<file path="src/sv/tpf_pkg.sv">
// Package for the typed packet framer: transaction structs, command format,
// type table and byte constants. No dependencies.
package tpf_pkg;

  // Input transaction
  typedef struct packed {
    logic       op;
    logic [3:0] data_type;
    logic [7:0] element_count;
    logic [7:0] data_byte;
  } in_item_t;

  // Output transaction
  typedef struct packed {
    logic [7:0] byte_out;
    logic       valid_byte;
    logic       last;
    logic [2:0] error_code;
  } out_item_t;

  // Operation codes
  localparam logic OP_START = 1'b0;
  localparam logic OP_DATA  = 1'b1;

  // Error codes
  localparam logic [2:0] ERR_OK    = 3'd0;
  localparam logic [2:0] ERR_TYPE  = 3'd1;
  localparam logic [2:0] ERR_LONG  = 3'd2;
  localparam logic [2:0] ERR_NOPKT = 3'd3;
  localparam logic [2:0] ERR_OPEN  = 3'd4;

  // Framing bytes
  localparam logic [7:0] CH_K  = 8'h4B;
  localparam logic [7:0] CH_S  = 8'h53;
  localparam logic [7:0] CH_CR = 8'h0D;
  localparam logic [7:0] CH_LF = 8'h0A;

  // Largest payload in bytes and highest valid element type
  localparam int unsigned MAX_PAYLOAD = 248;
  localparam logic [3:0]  LAST_TYPE   = 4'd9;

  // Byte count width: 8-bit count shifted by up to three
  localparam int unsigned NB_W = 11;

  // Command queue depth
  localparam int unsigned Q_DEPTH = 4;
  localparam int unsigned Q_AW    = $clog2(Q_DEPTH);

  typedef enum logic [1:0] {
    CMD_ERR,
    CMD_HDR,
    CMD_DATA
  } cmd_kind_t;

  // Classified command handed from front to back
  typedef struct packed {
    cmd_kind_t  kind;
    logic       trailer;   // append sequence number, CR, LF
    logic [7:0] byte_val;  // payload byte or low info byte
    logic [7:0] code_hi;   // high info byte
    logic [15:0] seq;
    logic [2:0] err;
  } cmd_t;

  // Element size shift per type
  function automatic logic [1:0] type_shift(input logic [3:0] t);
    logic [1:0] s;
    case (t)
      4'd8:    s = 2'd2;
      4'd9:    s = 2'd3;
      default: s = t[1:0];
    endcase
    return s;
  endfunction

  // High nibble of the info word per type
  function automatic logic [3:0] type_nibble(input logic [3:0] t);
    logic [3:0] n;
    case (t)
      4'd8:    n = 4'hA;
      4'd9:    n = 4'hB;
      default: n = t;
    endcase
    return n;
  endfunction

endpackage

</file>
<file path="src/sv/tpf_front.sv">
// Front end of the typed packet framer: accepts input transactions, checks
// them against packet state and issues commands. Depends on tpf_pkg.
module tpf_front (
  input  logic             clk,
  input  logic             rst_n,
  input  logic             in_valid,
  input  tpf_pkg::in_item_t in_item,
  output logic             in_ready,
  input  logic             q_full,
  output logic             push,
  output tpf_pkg::cmd_t    push_cmd
);

  logic [15:0]             seq_r, seq_nxt;
  logic [7:0]              left_r, left_nxt;
  logic                    open_r, open_nxt;
  logic [tpf_pkg::NB_W-1:0] nbytes;
  logic [7:0]              left_dec;
  logic [15:0]             seq_inc;

  assign in_ready = !q_full;
  assign push     = in_valid && in_ready;
  assign seq_inc  = seq_r + 16'd1;
  assign left_dec = left_r - 8'd1;
  assign nbytes   = {{(tpf_pkg::NB_W-8){1'b0}}, in_item.element_count}
                    << tpf_pkg::type_shift(in_item.data_type);

  // Classify the transaction and work out the next packet state
  always_comb begin
    seq_nxt           = seq_r;
    left_nxt          = left_r;
    open_nxt          = open_r;
    push_cmd.kind     = tpf_pkg::CMD_ERR;
    push_cmd.trailer  = 1'b0;
    push_cmd.byte_val = in_item.data_byte;
    push_cmd.code_hi  = {tpf_pkg::type_nibble(in_item.data_type), 4'h0};
    push_cmd.seq      = seq_r;
    push_cmd.err      = tpf_pkg::ERR_OK;
    if (in_item.op == tpf_pkg::OP_START) begin
      if (open_r) begin
        push_cmd.err = tpf_pkg::ERR_OPEN;
      end else if (in_item.data_type > tpf_pkg::LAST_TYPE) begin
        push_cmd.err = tpf_pkg::ERR_TYPE;
      end else if (nbytes > tpf_pkg::NB_W'(tpf_pkg::MAX_PAYLOAD)) begin
        push_cmd.err = tpf_pkg::ERR_LONG;
      end else begin
        push_cmd.kind     = tpf_pkg::CMD_HDR;
        push_cmd.byte_val = nbytes[7:0];
        push_cmd.seq      = seq_inc;
        push_cmd.trailer  = (nbytes == '0);
        seq_nxt           = seq_inc;
        if (nbytes != '0) begin
          open_nxt = 1'b1;
          left_nxt = nbytes[7:0];
        end
      end
    end else begin
      if (!open_r) begin
        push_cmd.err = tpf_pkg::ERR_NOPKT;
      end else begin
        push_cmd.kind    = tpf_pkg::CMD_DATA;
        push_cmd.trailer = (left_dec == 8'd0);
        left_nxt         = left_dec;
        if (left_dec == 8'd0) begin
          open_nxt = 1'b0;
        end
      end
    end
  end

  // Advance packet state on each accepted transaction
  always_ff @(posedge clk) begin
    if (!rst_n) begin
      seq_r  <= '0;
      left_r <= '0;
      open_r <= 1'b0;
    end else if (push) begin
      seq_r  <= seq_nxt;
      left_r <= left_nxt;
      open_r <= open_nxt;
    end
  end

endmodule

</file>
<file path="src/sv/tpf_queue.sv">
// Command queue between the framer front and back ends.
// Small register file with head and tail pointers. Depends on tpf_pkg.
module tpf_queue (
  input  logic          clk,
  input  logic          rst_n,
  input  logic          push,
  input  tpf_pkg::cmd_t push_cmd,
  output logic          full,
  input  logic          pop,
  output logic          head_valid,
  output tpf_pkg::cmd_t head_cmd
);

  tpf_pkg::cmd_t            mem [tpf_pkg::Q_DEPTH];
  logic [tpf_pkg::Q_AW-1:0] wr_ptr_r, rd_ptr_r;
  logic [tpf_pkg::Q_AW:0]   cnt_r;

  assign full       = (cnt_r == (tpf_pkg::Q_AW+1)'(tpf_pkg::Q_DEPTH));
  assign head_valid = (cnt_r != '0);
  assign head_cmd   = mem[rd_ptr_r];

  // Store pushed commands
  always_ff @(posedge clk) begin
    if (push) begin
      mem[wr_ptr_r] <= push_cmd;
    end
  end

  // Move pointers and occupancy
  always_ff @(posedge clk) begin
    if (!rst_n) begin
      wr_ptr_r <= '0;
      rd_ptr_r <= '0;
      cnt_r    <= '0;
    end else begin
      if (push) begin
        wr_ptr_r <= wr_ptr_r + 1'b1;
      end
      if (pop) begin
        rd_ptr_r <= rd_ptr_r + 1'b1;
      end
      if (push && !pop) begin
        cnt_r <= cnt_r + 1'b1;
      end else if (pop && !push) begin
        cnt_r <= cnt_r - 1'b1;
      end
    end
  end

endmodule

</file>
<file path="src/sv/tpf_back.sv">
// Back end of the typed packet framer: expands each queued command into
// output results, one per cycle while out_ready allows, into an output register. Depends on tpf_pkg.
module tpf_back (
  input  logic              clk,
  input  logic              rst_n,
  input  logic              head_valid,
  input  tpf_pkg::cmd_t     head_cmd,
  output logic              pop,
  output logic              out_valid,
  input  logic              out_ready,
  output tpf_pkg::out_item_t out_item
);

  logic [2:0]         step_r;
  logic               out_valid_r;
  tpf_pkg::out_item_t out_item_r;
  tpf_pkg::out_item_t cur;
  logic [1:0]         tidx;
  logic [7:0]         tbyte;
  logic               load;

  assign out_valid = out_valid_r;
  assign out_item  = out_item_r;
  assign load      = head_valid && (!out_valid_r || out_ready);

  // Pick the trailer byte for the current step
  always_comb begin
    if (head_cmd.kind == tpf_pkg::CMD_HDR) begin
      tidx = step_r[1:0];
    end else begin
      tidx = 2'(step_r - 3'd1);
    end
    case (tidx)
      2'd0:    tbyte = head_cmd.seq[7:0];
      2'd1:    tbyte = head_cmd.seq[15:8];
      2'd2:    tbyte = tpf_pkg::CH_CR;
      default: tbyte = tpf_pkg::CH_LF;
    endcase
  end

  // Build the byte for the current step of the head command
  always_comb begin
    cur.byte_out   = 8'd0;
    cur.valid_byte = 1'b1;
    cur.last       = 1'b0;
    cur.error_code = tpf_pkg::ERR_OK;
    case (head_cmd.kind)
      tpf_pkg::CMD_HDR: begin
        case (step_r)
          3'd0:    cur.byte_out = tpf_pkg::CH_K;
          3'd1:    cur.byte_out = tpf_pkg::CH_S;
          3'd2:    cur.byte_out = head_cmd.byte_val;
          3'd3:    cur.byte_out = head_cmd.code_hi;
          default: cur.byte_out = tbyte;
        endcase
        cur.last = head_cmd.trailer ? (step_r == 3'd7) : (step_r == 3'd3);
      end
      tpf_pkg::CMD_DATA: begin
        cur.byte_out = (step_r == 3'd0) ? head_cmd.byte_val : tbyte;
        cur.last     = head_cmd.trailer ? (step_r == 3'd4) : (step_r == 3'd0);
      end
      default: begin
        cur.valid_byte = 1'b0;
        cur.last       = 1'b1;
        cur.error_code = head_cmd.err;
      end
    endcase
  end

  assign pop = load && cur.last;

  // Advance the step counter and the output register
  always_ff @(posedge clk) begin
    if (!rst_n) begin
      step_r      <= '0;
      out_valid_r <= 1'b0;
    end else if (load) begin
      out_valid_r <= 1'b1;
      step_r      <= cur.last ? 3'd0 : step_r + 3'd1;
    end else if (out_ready) begin
      out_valid_r <= 1'b0;
    end
  end

  // Hold payload until the next load
  always_ff @(posedge clk) begin
    if (load) begin
      out_item_r <= cur;
    end
  end

endmodule

</file>
<file path="src/sv/typed_packet_framer_top.sv">
// Typed packet framer top level: front end, command queue and back end.
// Depends on tpf_pkg, tpf_front, tpf_queue and tpf_back.
//
// A start transaction opens a packet and produces 'K', 'S' and the 16-bit
// info word low byte first (plus sequence number, CR and LF at once when the
// byte count is zero); each payload transaction produces its byte, and the
// last one also the trailer. Errors produce one flagged result. The front end
// accepts one transaction per cycle while the four-entry command queue has
// room; the back end emits one byte per cycle while out_ready allows, so a start
// yields four or eight output results, a payload byte one or five, an error
// one. Sustained rate is set by the back end's byte sequencer; the first byte
// passes through the command queue and is offered from the output register.
module typed_packet_framer_top (
  input  logic               clk,
  input  logic               rst_n,
  input  logic               in_valid,
  output logic               in_ready,
  input  tpf_pkg::in_item_t  in_item,
  output logic               out_valid,
  input  logic               out_ready,
  output tpf_pkg::out_item_t out_item
);

  logic          q_full;
  logic          push;
  tpf_pkg::cmd_t push_cmd;
  logic          pop;
  logic          head_valid;
  tpf_pkg::cmd_t head_cmd;

  tpf_front u_front (
    .clk      (clk),
    .rst_n    (rst_n),
    .in_valid (in_valid),
    .in_item  (in_item),
    .in_ready (in_ready),
    .q_full   (q_full),
    .push     (push),
    .push_cmd (push_cmd)
  );

  tpf_queue u_queue (
    .clk        (clk),
    .rst_n      (rst_n),
    .push       (push),
    .push_cmd   (push_cmd),
    .full       (q_full),
    .pop        (pop),
    .head_valid (head_valid),
    .head_cmd   (head_cmd)
  );

  tpf_back u_back (
    .clk        (clk),
    .rst_n      (rst_n),
    .head_valid (head_valid),
    .head_cmd   (head_cmd),
    .pop        (pop),
    .out_valid  (out_valid),
    .out_ready  (out_ready),
    .out_item   (out_item)
  );

endmodule

</file>
<file path="config.mk">
export PLATFORM = sky130hd
export DESIGN_NAME = typed_packet_framer_top
export DESIGN_NICKNAME = d
export VERILOG_FILES = /design/src/sv/tpf_pkg.sv /design/src/sv/tpf_front.sv /design/src/sv/tpf_queue.sv /design/src/sv/tpf_back.sv /design/src/sv/typed_packet_framer_top.sv
export SDC_FILE = /design/constraint.sdc
export NUM_CORES = 1
export LEC_CHECK = 0
export BUFFER_PORTS_ARGS = -buffer_cell sky130_fd_sc_hd__buf_2
export CORE_UTILIZATION = 50
export CTS_BUF_LIST = sky130_fd_sc_hd__clkbuf_4
export DETAILED_ROUTE_END_ITERATION = 6
export PLACE_DENSITY_LB_ADDON = 0.3
export SLEW_MARGIN = 20
export SYNTH_ARGS = -nofsm -noshare
export SYNTH_HDL_FRONTEND = slang
export SYNTH_SLANG_ARGS = --single-unit
</file>
<file path="constraint.sdc">
create_clock -name clk -period 3.8 [get_ports clk]
set_input_delay 0.57 -clock clk [delete_from_list [all_inputs] [get_ports clk]]
set_output_delay 0.57 -clock clk [all_outputs]
set_load 0.005 [all_outputs]
</file>
==> reports/metrics.cfg <==
[detailed_routing]
ant_nets = 0
wl_per_cell_um = 19.5
viasPerCell = 5.87
dr.pass1.iters = 5
route.vias.total = 5327
drcViolationCount = 0
initialDrtViolationCount = 506
totalWireLength_um = 17700

[logic_synthesis]
ys_async_sr_fraction = 0
yosysMostFrequentCell = edfxtp_1
ys_ff_latch = 187
synth_area_um2 = 8700
synth_top_cell_by_area = edfxtp_1
synth_fp_nets = 674
yosys_warnings = 0
synth-seq-area-share = 0.601
synth_area_leaders = edfxtp_1 (51%), mux4_2 (9.6%), dfxtp_1 (8.7%)
syn_avg_cell_area_um2 = 13.8
synth.distinct_cells = 62
synthTopCellsByCount = edfxtp_1 (149), nand2_1 (54), nor2_1 (39), dfxtp_1 (38), mux4_2 (37)
synth_edf_count = 149
syn_inst = 630
synthFlopType = edfxtp_1
synth_top_area_frac = 0.514

[placed_design]
placed_area_um2 = 9160
dp_slack_ns = 0.360
gp_congestion = 0.904
port_buffers = 39
dp_hpwl_um = 12200

[clock_tree]
htree_levels = 4
cts_buffers = 17
post-cts-setup-buffers = 0
clock-sinks = 187
clk_path_buf_depth = 2
cts_root_buffer = clkbuf_4
clk_latency_ns = 0.55
cts_tree = built
clk_pin_slew_ns = 0.14
cts_hold_buf = 0
cts_resized = 0

[setup_path]
crit_path_end_kind = flop
r2r_end = u_queue.cnt_r[2]
endpoint = u_queue.cnt_r[2]
critPathLaunchType = flop
worstSetupPathType = flop to flop
critPathMaxFanout = 9
cp.arrival_ns = 3.66
crit_required_ns = 4.28
r2r_slack_ns = 0.62
rr_worst_depth = 11

[cells_and_area]
drive_above_1_share = 0.218
final_area_um2 = 9430
layout.nets = 718
synthToLayoutAreaGrowth_pct = 8.38
fill_cells = 1390

[timing]
slew_headroom = 0.467
tns_ns = 0
tightest_slew_ns = 0.797
rsz0062_at_grt = no
hold_viol_final = 0
setup_viol = 0
fin_crit_ns = 3.18
timing.final.crit_share = 0.838
fin_ws_ns = 0.617
whs_ns = 0.271
fmax_mhz = 314
finClkSkew_ns = 0.0194
drv_slew = 0

[grt]
antenna_found_initial = 1
grt_max_degree = 35
grt_usage = 0.209
grt_pass1_wl_um = 27900
grt_pass1_vias = 5129
overflow = 0

[min_path]
hold_path_class = input pin to flop

[power_and_ir_drop]
cellLeakagePower_nw = 3.39
p_per_area_nw_per_um2 = 587
vdd_ir_drop_max_uv = 371
fin_total_pwr_w = 0.00554

[floorplan]
initial_core_util = 0.519
fp.dieH_um = 134
io_pins = 40
die_w_um = 134
rows = 47
fp.coreArea_um2 = 16800
die_area_um2 = 17900

[run_status]
status = finished, final reports clean

[job]
drv_cap = 0

==> report_power, final <==
group / internal [W] / switching (W) / total [W]
clock network: 0.000420 / 0.000617 / 0.00104
logic: 0.000810 / 0.00103 / 0.00184
registers: 0.00253 / 0.000126 / 0.00266
==> cells in the final DEF, fill, tap and decap left out, types with 3 or more instances in the layout <==
master | synthesis | layout
mux2i_1 | 13 | 13
buf_2 | 5 | 39
edfxtp_1 | 149 | 149
clkinv_1 | 0 | 3
a21o_1 | 7 | 7
nor4_4 | 3 | 3
a21oi_1 | 22 | 22
a31oi_1 | 3 | 3
nand3_1 | 18 | 18
nor2b_1 | 3 | 3
nor4_1 | 9 | 9
nand2_1 | 54 | 54
xor2_1 | 15 | 15
o21ai_0 | 25 | 25
dfxtp_1 | 38 | 37
a32o_1 | 5 | 5
and2_1 | 3 | 3
clkbuf_4 | 0 | 22
a32oi_1 | 4 | 4
mux2_2 | 12 | 12
o22ai_1 | 5 | 5
xnor2_1 | 14 | 14
a22oi_1 | 4 | 4
mux4_2 | 37 | 37
a22o_1 | 5 | 5
and3_1 | 7 | 7
buf_4 | 0 | 16
inv_2 | 3 | 3
nor2_1 | 39 | 39
clkinv_2 | 0 | 3
nor3_1 | 13 | 13
inv_1 | 23 | 23
nand2b_1 | 15 | 15
ha_1 | 18 | 18
==> routing by layer <==
metal / vias up / part of all wire / track usage
met4: 0 / 0.018 / 0.0726
met5: - / 0 / 0
met1: 2648 / 0.45 / 0.284
met2: 166 / 0.48 / 0.333
li1: 2484 / - / -
met3: 29 / 0.055 / 0.0446
==> kinds of logic after synthesis <==
family / Yosys count / synth area share
and+or+nand+nor: 178 / 0.106
buffers and inverters: 56 / 0.0266
muxes: 64 / 0.131
xor gates and xnor gates: 29 / 0.0292
adders and majority gates: 19 / 0.0282
AOI/OAI and AO/OA: 97 / 0.0775
DFF: 187 / 0.601
==> how the worst min path moves through the flow <==
stage / from / to / slack [ns] / depth (start not counted)
finish: in_item[19] / u_queue.mem[2][22] / 0.27 / 1
global route: in_item[19] / u_queue.mem[1][22] / 0.23 / 1
CTS: out_ready / u_back.out_valid / 0.22 / 4
detailed placement: u_back.out_valid / u_back.out_valid / 0.47 / 2
global placement: u_back.out_valid / u_back.out_valid / 0.45 / 2
floorplan: u_front.seq_r[15] / u_front.seq_r[15] / 0.46 / 2
==> registers in the layout (all words and copies together) (netlist names), named ones only <==
signal,count
u_queue.mem,136
u_front.seq_r,16
u_back.out_item,13
u_front.left_r,8
u_back.step_r,3
u_queue.cnt_r,3
u_queue.rd_ptr_r,2
u_queue.wr_ptr_r,2
u_back.out_valid,1
u_front.open_r,1
==> layout make-up <==
| class | count | area (µm²) | share of cell area |
|---|---|---|---|
| timing repair buffer | 55 | 315 | 0.0334 |
| sequential | 187 | 5240 | 0.555 |
| clock buffer | 22 | 165 | 0.0175 |
| inverter | 26 | 97.6 | 0.0103 |
| clock inverter | 10 | 104 | 0.0110 |
| multi-input combinational | 387 | 3240 | 0.343 |
| antenna | 1 | 2.50 | 0.000265 |
| tap | 220 | 275 | 0.0292 |
==> metrics by stage <==
| stage | utilization | cells |
|---|---|---|
| 2_1_floorplan | - | 630 |
| 3_3_place_gp | 0.547 | 875 |
| 3_5_place_dp | 0.547 | 875 |
| 4_1_cts | 0.563 | 907 |
| 5_1_grt | 0.563 | 908 |
| 6_report | 0.563 | 908 |
==> worst max-delay path, stage by stage (launching register included) <==
cell and delay (ns):
dfxtp_2 0.55, mux4_2 0.58, mux2_2 0.28, a32oi_1 0.14, nand2_1 0.15, nand2_1 0.14
ha_1 0.20, inv_1 0.06, fa_1 0.37, xor2_1 0.18, or3_1 0.30, a21oi_1 0.14
(Power assumes the default switching activity.)
